$ cat src/hw/rtl/rcaa_pkg.sv
// ----------------------------------------------------------------------------
// rcaa_pkg: shared types and constants for the rounded corner mask
//
// Register indexes, field widths, subsample grid offsets and the wide
// square/sum widths used by the coverage pipeline.
// ----------------------------------------------------------------------------
package rcaa_pkg;

    // Configuration register indexes
    localparam logic [1:0] REG_WIDTH  = 2'd0;
    localparam logic [1:0] REG_HEIGHT = 2'd1;
    localparam logic [1:0] REG_RADIUS = 2'd2;

    // Field widths
    localparam int DIM_W   = 14;  // window width / height registers
    localparam int RAD_W   = 13;  // corner radius register and local offsets
    localparam int COORD_W = 13;  // pixel coordinates
    localparam int CFG_W   = 14;  // widest register
    localparam int BYTE_W  = 8;
    localparam int NUM_BYTES = 4;

    // Subsample grid: 4 per axis, odd offsets in eighth-pixel units
    localparam int SUBSAMPLES = 4;
    localparam int COV_W      = 5;   // 0..16
    localparam int ROW_CNT_W  = 3;   // 0..4

    // Squares of local offsets (up to about 16 bits squared)
    localparam int RSQ_W = 2 * RAD_W;  // a*a, b*b, r*r
    localparam int SQ_W  = 32;         // (8a+o)^2 and (8r)^2
    localparam int SUM_W = SQ_W + 1;

    localparam logic [2:0] SUB_OFS [SUBSAMPLES] = '{3'd1, 3'd3, 3'd5, 3'd7};

    typedef logic [NUM_BYTES-1:0][BYTE_W-1:0] pix_t;
    typedef logic [RAD_W-1:0]                 loc_t;
    typedef logic [SQ_W-1:0]                  sq_t;

    // (8*a + o)^2 = 64*a^2 + 16*a*o + o^2, with a^2 already computed
    function automatic sq_t offset_square(input loc_t a, input logic [RSQ_W-1:0] a_sq,
                                          input logic [2:0] o);
        sq_t lin;
        sq_t cst;
        lin = SQ_W'(a) * SQ_W'(o);
        cst = SQ_W'(o) * SQ_W'(o);
        return (SQ_W'(a_sq) << 6) + (lin << 4) + cst;
    endfunction

endpackage

$ cat src/hw/rtl/rounded_corner_aa_mask.sv
// ----------------------------------------------------------------------------
// rounded_corner_aa_mask: anti-aliased rounded corner alpha mask
//
// Scales each premultiplied pixel by its 4x4 supersampled coverage against
// circular arcs in the four window corners.
// ----------------------------------------------------------------------------
// The block takes one pixel per clock while in_stall is low. The work runs
// through five register stages: corner classification, local squares,
// subsample distances, per-row hit counts, and coverage scaling into the
// output register. A stall on the output freezes all stages together, so
// in_stall follows out_stall while the output register holds a result.
// Configuration writes take effect for the next pixel accepted; a radius
// of zero, or a radius whose double exceeds the width or height, passes
// every pixel unchanged.
module rounded_corner_aa_mask
    import rcaa_pkg::*;
#(
    parameter int MAX_DIM = 8192
)
(
    input  logic               clk,
    input  logic               rst_n,

    input  logic               cfg_we,
    input  logic [1:0]         cfg_index,
    input  logic [CFG_W-1:0]   cfg_data,

    input  logic               in_valid,
    output logic               in_stall,
    input  logic [COORD_W-1:0] pixel_x,
    input  logic [COORD_W-1:0] pixel_y,
    input  logic [BYTE_W-1:0]  in_byte0,
    input  logic [BYTE_W-1:0]  in_byte1,
    input  logic [BYTE_W-1:0]  in_byte2,
    input  logic [BYTE_W-1:0]  in_byte3,

    output logic               out_valid,
    input  logic               out_stall,
    output logic [BYTE_W-1:0]  out_byte0,
    output logic [BYTE_W-1:0]  out_byte1,
    output logic [BYTE_W-1:0]  out_byte2,
    output logic [BYTE_W-1:0]  out_byte3
);

    // Dimension clamp; a limit beyond the register range never applies
    localparam logic [DIM_W-1:0] DIM_LIMIT =
        (MAX_DIM >= (1 << DIM_W) - 1) ? {DIM_W{1'b1}} : DIM_W'(MAX_DIM);

    // Configuration registers
    logic [DIM_W-1:0] window_width_reg;
    logic [DIM_W-1:0] window_height_reg;
    loc_t             corner_radius_reg;

    // Pipeline control
    logic advance;
    logic s1_valid_reg, s2_valid_reg, s3_valid_reg, s4_valid_reg, out_valid_reg;

    // Stage 1: classification
    logic s1_corner_next, s1_corner_reg;
    loc_t s1_a_next, s1_a_reg;
    loc_t s1_b_next, s1_b_reg;
    loc_t s1_r_reg;
    pix_t s1_pix_reg;

    // Stage 2: squares
    logic             s2_corner_reg;
    loc_t             s2_a_reg, s2_b_reg;
    logic [RSQ_W-1:0] s2_asq_reg, s2_bsq_reg, s2_rsq_reg;
    pix_t             s2_pix_reg;

    // Stage 3: subsample distances
    logic s3_corner_reg;
    sq_t  s3_xsq_reg [SUBSAMPLES];
    sq_t  s3_ysq_reg [SUBSAMPLES];
    sq_t  s3_lim_reg;
    pix_t s3_pix_reg;

    // Stage 4: per-row hit counts
    logic                 s4_corner_reg;
    logic [ROW_CNT_W-1:0] s4_row_next [SUBSAMPLES];
    logic [ROW_CNT_W-1:0] s4_row_reg  [SUBSAMPLES];
    pix_t                 s4_pix_reg;

    // Output stage
    pix_t out_pix_next, out_pix_reg;

    // ------------------------------------------------------------------
    // Configuration writes; unknown indexes drop
    // ------------------------------------------------------------------
    always_ff @(posedge clk or negedge rst_n)
    begin
        if (!rst_n)
        begin
            window_width_reg  <= DIM_W'(1);
            window_height_reg <= DIM_W'(1);
            corner_radius_reg <= '0;
        end
        else if (cfg_we)
        begin
            case (cfg_index)
                REG_WIDTH:  window_width_reg  <= cfg_data;
                REG_HEIGHT: window_height_reg <= cfg_data;
                REG_RADIUS: corner_radius_reg <= cfg_data[RAD_W-1:0];
                default:    ;
            endcase
        end
    end

    // ------------------------------------------------------------------
    // Advance all stages unless a held result is stalled
    // ------------------------------------------------------------------
    assign advance  = !out_valid_reg || !out_stall;
    assign in_stall = !advance;

    always_ff @(posedge clk or negedge rst_n)
    begin
        if (!rst_n)
        begin
            s1_valid_reg  <= 1'b0;
            s2_valid_reg  <= 1'b0;
            s3_valid_reg  <= 1'b0;
            s4_valid_reg  <= 1'b0;
            out_valid_reg <= 1'b0;
        end
        else if (advance)
        begin
            s1_valid_reg  <= in_valid;
            s2_valid_reg  <= s1_valid_reg;
            s3_valid_reg  <= s2_valid_reg;
            s4_valid_reg  <= s3_valid_reg;
            out_valid_reg <= s4_valid_reg;
        end
    end

    // ------------------------------------------------------------------
    // Stage 1: find the corner box and fold the pixel into local offsets
    // measured from the arc center, so all four corners look alike
    // ------------------------------------------------------------------
    always_comb
    begin
        logic [DIM_W-1:0] w;
        logic [DIM_W-1:0] h;
        logic [DIM_W-1:0] two_r;
        logic [DIM_W-1:0] r_ext;
        logic [DIM_W-1:0] x_ext;
        logic [DIM_W-1:0] y_ext;
        logic [DIM_W-1:0] w_minus_r;
        logic [DIM_W-1:0] h_minus_r;
        logic             enable;
        logic             left, right, top, bottom;

        w         = (window_width_reg  > DIM_LIMIT) ? DIM_LIMIT : window_width_reg;
        h         = (window_height_reg > DIM_LIMIT) ? DIM_LIMIT : window_height_reg;
        r_ext     = {1'b0, corner_radius_reg};
        two_r     = {corner_radius_reg, 1'b0};
        x_ext     = {1'b0, pixel_x};
        y_ext     = {1'b0, pixel_y};
        w_minus_r = w - r_ext;
        h_minus_r = h - r_ext;

        enable = (corner_radius_reg != '0) && (two_r <= w) && (two_r <= h)
                 && (x_ext < w) && (y_ext < h);
        left   = x_ext < r_ext;
        right  = x_ext >= w_minus_r;
        top    = y_ext < r_ext;
        bottom = y_ext >= h_minus_r;

        s1_corner_next = enable && (left || right) && (top || bottom);
        s1_a_next = left ? RAD_W'(r_ext - x_ext - DIM_W'(1)) : RAD_W'(x_ext - w_minus_r);
        s1_b_next = top  ? RAD_W'(r_ext - y_ext - DIM_W'(1)) : RAD_W'(y_ext - h_minus_r);
    end

    // ------------------------------------------------------------------
    // Stage 4 row counts: compare each subsample distance with the radius
    // ------------------------------------------------------------------
    always_comb
    begin
        logic [SUM_W-1:0] dist_sum;
        for (int i = 0; i < SUBSAMPLES; i++)
        begin
            s4_row_next[i] = '0;
            for (int j = 0; j < SUBSAMPLES; j++)
            begin
                dist_sum = SUM_W'(s3_ysq_reg[i]) + SUM_W'(s3_xsq_reg[j]);
                if (dist_sum <= SUM_W'(s3_lim_reg))
                    s4_row_next[i] = s4_row_next[i] + ROW_CNT_W'(1);
            end
        end
    end

    // ------------------------------------------------------------------
    // Output stage: total coverage, scale each byte by coverage / 16;
    // zero coverage clears and full coverage keeps the byte
    // ------------------------------------------------------------------
    always_comb
    begin
        logic [COV_W-1:0]        cov;
        logic [BYTE_W+COV_W-1:0] prod;
        cov = '0;
        for (int i = 0; i < SUBSAMPLES; i++)
            cov = cov + COV_W'(s4_row_reg[i]);
        if (!s4_corner_reg)
            cov = COV_W'(SUBSAMPLES * SUBSAMPLES);
        for (int k = 0; k < NUM_BYTES; k++)
        begin
            prod            = (BYTE_W + COV_W)'(s4_pix_reg[k]) * (BYTE_W + COV_W)'(cov);
            out_pix_next[k] = prod[BYTE_W+3:4];
        end
    end

    // ------------------------------------------------------------------
    // Payload registers; hold while stalled
    // ------------------------------------------------------------------
    always_ff @(posedge clk)
    begin
        if (advance)
        begin
            // Stage 1
            s1_corner_reg <= s1_corner_next;
            s1_a_reg      <= s1_a_next;
            s1_b_reg      <= s1_b_next;
            s1_r_reg      <= corner_radius_reg;
            s1_pix_reg    <= {in_byte3, in_byte2, in_byte1, in_byte0};

            // Stage 2: squares of local offsets and radius
            s2_corner_reg <= s1_corner_reg;
            s2_a_reg      <= s1_a_reg;
            s2_b_reg      <= s1_b_reg;
            s2_asq_reg    <= RSQ_W'(s1_a_reg) * RSQ_W'(s1_a_reg);
            s2_bsq_reg    <= RSQ_W'(s1_b_reg) * RSQ_W'(s1_b_reg);
            s2_rsq_reg    <= RSQ_W'(s1_r_reg) * RSQ_W'(s1_r_reg);
            s2_pix_reg    <= s1_pix_reg;

            // Stage 3: squared subsample distances along each axis
            s3_corner_reg <= s2_corner_reg;
            for (int i = 0; i < SUBSAMPLES; i++)
            begin
                s3_xsq_reg[i] <= offset_square(s2_a_reg, s2_asq_reg, SUB_OFS[i]);
                s3_ysq_reg[i] <= offset_square(s2_b_reg, s2_bsq_reg, SUB_OFS[i]);
            end
            s3_lim_reg    <= SQ_W'(s2_rsq_reg) << 6;
            s3_pix_reg    <= s2_pix_reg;

            // Stage 4
            s4_corner_reg <= s3_corner_reg;
            s4_row_reg    <= s4_row_next;
            s4_pix_reg    <= s3_pix_reg;

            // Output
            out_pix_reg   <= out_pix_next;
        end
    end

    assign out_valid = out_valid_reg;
    assign out_byte0 = out_pix_reg[0];
    assign out_byte1 = out_pix_reg[1];
    assign out_byte2 = out_pix_reg[2];
    assign out_byte3 = out_pix_reg[3];

endmodule
$ cat config.mk
export PLATFORM = sky130hd
export DESIGN_NAME = rounded_corner_aa_mask
export DESIGN_NICKNAME = d
export VERILOG_FILES = /design/src/hw/rtl/rcaa_pkg.sv /design/src/hw/rtl/rounded_corner_aa_mask.sv
export SDC_FILE = /design/constraint.sdc
export NUM_CORES = 2
export LEC_CHECK = 0
export ABC_CLOCK_PERIOD_IN_PS = 28400
export BUFFER_PORTS_ARGS = -buffer_cell sky130_fd_sc_hd__buf_4
export CELL_PAD_IN_SITES_DETAIL_PLACEMENT = 1
export CELL_PAD_IN_SITES_GLOBAL_PLACEMENT = 1
export CORE_MARGIN = 2
export CORE_UTILIZATION = 30
export DETAILED_ROUTE_END_ITERATION = 10
export GPL_TIMING_DRIVEN = 0
export PLACE_DENSITY_LB_ADDON = 0.08
export SYNTH_ARGS = -nofsm -noshare
export SYNTH_HDL_FRONTEND = slang
export SYNTH_SLANG_ARGS = --single-unit
$ cat constraint.sdc
create_clock -name clk -period 28.4 [get_ports clk]
set_clock_uncertainty 0.15 [all_clocks]
set_input_delay 0 -clock clk [delete_from_list [all_inputs] [get_ports clk]]
set_output_delay 0 -clock clk [all_outputs]
set_load 0.1 [all_outputs]
; ---- Yosys cells after proc, flatten, opt, wreduce, memory -nomap -nowiden
; Memory sizes are Yosys's and may differ from the RTL's.
; Index checks and enable logic that the tools add are counted.
[totals]
mem_count = 2
elab_cells = 183
latchBits = 0
mem_bits_rw = 256
inputBits = 79
regBits = 391
output_inout_bits = 34
rom_bits = 0
[classes]
magnitude_cmp = 26
n_addsub = 55
n_mul = 13
reduce_logical = 17
n_eq_ne = 2
n_shift = 0
n_bitwise = 0
n_mux = 23
div_mod_pow = 0
[mem_list]
columns = memory, depth, width, read_ports, rd_ports_with_merged_regs, write_ports, line_no
row1 = s3_xsq_reg, 4, 32, 4, 0, 4, rounded_corner_aa_mask.sv:73  ; sq_t s3_xsq_reg [SUBSAMPLES];
row2 = s3_ysq_reg, 4, 32, 4, 0, 4, rounded_corner_aa_mask.sv:74  ; sq_t s3_ysq_reg [SUBSAMPLES];
[ops]
columns = operator, n
row1 = 32-bit by 32-bit adder with 33-bit output, 16
row2 = 33-bit by 32-bit <= comparator with 1-bit output, 16
row3 = 32-bit by 20-bit adder with 32-bit output, 4
row4 = 13-bit by 13-bit multiplier with 26-bit output, 3
row5 = "32-bit by 1-bit adder with 32-bit output, second input constant", 2
row6 = 32-bit by 17-bit adder with 32-bit output, 2
row7 = 32-bit by 19-bit adder with 32-bit output, 2
row8 = "32-bit by 4-bit adder with 32-bit output, second input constant", 2
row9 = "32-bit by 5-bit adder with 32-bit output, second input constant", 2
row10 = "32-bit by 6-bit adder with 32-bit output, second input constant", 2
row11 = "13-bit by 3-bit multiplier with 16-bit output, second input constant", 4
row12 = 13-bit subtractor, 4
row13 = 8-bit by 5-bit multiplier with 12-bit output, 4
row14 = "3-bit by 1-bit adder with 3-bit output, second input constant", 12
row15 = 3-bit 2-to-1 mux, 12
row16 = "13-bit by 2-bit multiplier with 15-bit output, second input constant", 2
row17 = 13-bit by 14-bit greater-or-equal comparator with 1-bit output, 2
row18 = "14-bit greater-than comparator, second input constant", 2
row19 = 14-bit <= comparator, 2
row20 = 13-bit by 14-bit less-than comparator with 1-bit output, 2
row21 = 14-bit 2-to-1 mux, 2
row22 = 14-bit by 13-bit subtractor with 14-bit output, 2
row23 = 13-bit less-than comparator, 2
row24 = 13-bit 2-to-1 mux, 2
row25 = other kinds (14), 31

; ---- Longest topological paths before layout
; An unclocked memory read counts as a cell.
[logic_depth]
depth_word = 10
mapped_depth = 29
depth_no_buf = 29

; ---- Least setup slack after synthesis
; Ideal clock, no wire load.
[synth_timing]
path_type = reg-to-output
start = register out_valid_reg, in the netlist out_valid
end = output in_stall
path_stages_with_launch = 3
arrival_ps = 18057
path_slack_ps = 10193
required_ps = 28250
n_path_buf = 0
cell_sequence = dfrtp_1 -> nand2_1 -> inv_1
[synth_via]
elab_chain_cells = 3
[synth_lines]
columns = element, line_no
row1 = start: declaration, rounded_corner_aa_mask.sv:56  ; logic s1_valid_reg, s2_valid_reg, s3_valid_reg, s4_valid_reg, out_valid_reg;
row2 = start signal: assignment, rounded_corner_aa_mask.sv:131  ; out_valid_reg <= s4_valid_reg;
row3 = 1-bit logical NOT, rounded_corner_aa_mask.sv:112  ; assign advance = !out_valid_reg || !out_stall;
row4 = 1-bit logical OR, rounded_corner_aa_mask.sv:112
row5 = 1-bit logical NOT, rounded_corner_aa_mask.sv:113  ; assign in_stall = !advance;
row6 = end: declaration, rounded_corner_aa_mask.sv:29  ; output logic in_stall,
; Every way passes these cells.

==> impl_metrics.json <==
{
  "portBuffers": 112,
  "holdPathStages": 6,
  "globalplace.congestion": 0.858,
  "final-setup-viol-count": 0,
  "largest_reg_flops": 109,
  "hold_class": "input port to flip-flop",
  "multiInputGateArea_mm2": 0.0552,
  "layout_common_cells": "1449 x ha_1, 713 x inv_1, 579 x nor2_1, 556 x edfxtp_1, 497 x a21oi_1",
  "critPathKind": "flip-flop to flip-flop",
  "clockBufferDepth": 3,
  "start_kind": "flip-flop",
  "crit_path_end_kind": "flip-flop",
  "status": "finished, violations left",
  "r2r_setup_slack_ps": 20900,
  "final_nets": 10200,
  "synth.distinct_cells": 92,
  "whs_endpoint": "s1_a_reg[7]$_DFFE_PN_",
  "drive_above_1_share": 0.0413,
  "cts_buffers": 76,
  "path_max_fanout": 4,
  "die_h_um": 508,
  "globalRouteMet2Util": 0.351,
  "cts.sinks": 602,
  "arrival_ps": 7800,
  "cap_viol_max_count": 2,
  "worstReg2RegEnd": "s4_row_reg[7]$_DFFE_PN_",
  "fmax_ghz": 0.133,
  "syn_avg_cell_area_um2": 9.56,
  "mostFrequentLayoutCell": "ha_1",
  "drt_iter0_markers": 2860,
  "core_mm2": 0.252,
  "crit_required_ps": 28700,
  "syn_to_final_growth_pct": 12.3,
  "grt_pass1_wl_um": 401000,
  "use_met1": 0.280,
  "ys.flop_type": "edfxtp_1",
  "synth_nets": 9891,
  "dieArea_mm2": 0.258,
  "wirelength_um": 267000,
  "io_pins": 113,
  "clkTransAtPathRegs_ps": 60,
  "grtUsageTotal": 0.205,
  "post_cts_resized": 0,
  "finalCriticalPeriod_ps": 7500,
  "wire_per_inst_um": 22.7,
  "relSlewSlack": -0.0571,
  "grt_pass1_vias": 62300,
  "slew_violations": 10,
  "worstPathCellList": "ha_1 > a21o_1 > a21o_1 > a21oi_1 > o31ai_1 > nor4b_1 > nor2_1 > o21ai_1 > a211oi_1 > a21oi_1 > a21oi_1 > xnor2_1 > ha_1 > nand3_1 > nor2_1 > nand2_1 > a311oi_1 > nor3_1 > ha_1 > xnor2_1 > ha_1 > mux2_2",
  "yosysSeqAreaShare": 0.234,
  "grt_max_degree": 70,
  "fillCellCount": 28800,
  "rsz0062_at_grt": "false",
  "violations": "capacitance limit, slew limit",
  "fin_util": 0.340,
  "antenna_found_initial": 14,
  "antenna_left": 0,
  "drt-pass1-iter-count": 8,
  "viasPerCell": 5.06,
  "dieWidth_um": 508,
  "seq_area_mm2": 0.0178,
  "max_stage_delay_ps": 930,
  "finalHoldViolations": 0,
  "grt_overflow": 0,
  "yosys_warnings": 0,
  "clkLatencyLatePin_ps": 730,
  "worstReg2RegStart": "s3_xsq_reg[0][5]$_DFFE_PN_",
  "synth-edff-count": 556,
  "cts-root-buf": "clkbuf_16",
  "ys_seq_elements": 602,
  "dp_hpwl_um": 225000,
  "cts.htree.levels": 3,
  "post-route-drc-count": 0,
  "r2r_cells": 22,
  "syn_area_mm2": 0.0762,
  "num_rows": 184,
  "grt_use_met3": 0.0161,
  "vias": 59300,
  "cp_slowest_cell": "a311oi_1",
  "setup_tns_ps": 0,
  "crit_top_cell": "ha_1",
  "worst_pin_slew_ps": 1580,
  "cts_tree": "yes",
  "syn_inst": 7963,
  "start_util": 0.302,
  "grt-busiest-layer": "met2",
  "async_reset_ff_frac": 0.0764,
  "min_from": "pixel_x[5]",
  "min_period_over_period": 0.264
}
-- cell usage after synthesis (all sizes together) (9+ instances only) --
master	number	area, um^2
inv	714	2680
fa	400	8010
o22ai	9	56.3
a21oi	499	2510
nor3	212	1070
and2	194	1220
and3	138	863
o211a	9	90.1
mux2i	11	110
nor2b	162	1010
or2	15	93.8
nand2	428	1610
a21boi	39	297
nand2b	83	519
a21o	289	2170
ha	1449	18100
a31oi	36	225
o21a	170	1280
a221oi	15	138
nand3	135	676
o31ai	15	140
and4	18	158
or3	40	255
dfrtp	44	1100
buf	13	48.8
a211oi	51	403
nor2	580	2180
xnor2	485	4250
o21bai	85	638
o211ai	35	263
a41oi	11	111
nor4	28	175
edfxtp	556	16700
o31a	11	96.3
xor2	227	1990
a2111oi	28	270
o21ai	324	1630
nand3b	9	67.6
clkbuf	98	368
nand4	107	669
o41ai	17	164
o2111ai	13	114
mux2	53	601
-- worst max-delay path by stage --
stage	startpoint	end	slack, ps	cells after the start
global placement	out_valid$_DFFE_PN0N_	s3_ysq_reg[2][23]$_DFFE_PN_	8010	1
global route	s1_r_reg[1]$_DFFE_PN_	s2_rsq_reg[25]$_DFFE_PN_	20350	22
finish	s3_xsq_reg[0][5]$_DFFE_PN_	s4_row_reg[7]$_DFFE_PN_	20900	22
detailed placement	s4_row_reg[4]$_DFFE_PN_	out_byte1[7]$_DFFE_PN_	20820	24
CTS	s4_row_reg[4]$_DFFE_PN_	out_byte1[7]$_DFFE_PN_	20780	24
floorplan	out_valid$_DFFE_PN0N_	in_stall	10190	2
-- repair_timing --
action / CTS / global route
buffers inserted: 0 / 0
hold buffers: 157 / 0
endpoints found under the hold margin: 199 / 0
-- layer usage --
metal	vias to the layer above	wire length [um]
met5	-	18
met4	2	6620
met3	222	5990
met2	635	126000
met1	29200	128000
li1	29200	-
-- cell type report --
type | instances | area share
clock inverter | 43 | 0.00563
buffer | 111 | 0.00487
inverter | 714 | 0.0313
sequential | 602 | 0.209
multi-input combinational | 6536 | 0.646
antenna | 1 | 0.0000292
clock buffer | 92 | 0.0237
timing repair buffer | 279 | 0.0314
tap | 3348 | 0.0490
-- metrics by stage --
stage          worst slack (ps)  hold slack (ps)  cell area (um^2)  instances
2_1_floorplan             10190             -446             76200       7963
3_3_place_gp               8010             -104             81200      11400
3_5_place_dp              20820             -102             81500      11400
4_1_cts                   20780             44.2             85600      11700
5_1_grt                   20350              198             85600      11700
6_report                  20900              109             85600      11700
-- kinds of logic after synthesis --
family | synth area share
xor+xnor | 0.0819
buf+inv | 0.0407
compound gates | 0.149
fa+ha+maj | 0.343
mux | 0.00933
simple gates | 0.142
flops | 0.234
-- worst max-delay path, delay by kind of cell, from the launching register on --
kind / cells / cell delay (ps)
AO/OA/AOI/OAI: 9 / 3080
XOR/XNOR: 2 / 460
adder cells (fa/ha/maj): 4 / 1310
flip-flops: 1 / 490
multiplexers: 1 / 320
AND/OR/NAND/NOR: 6 / 1430
Power is not shown: default switching activity piles up to over one toggle a cycle in this logic, so the estimate is an artifact.
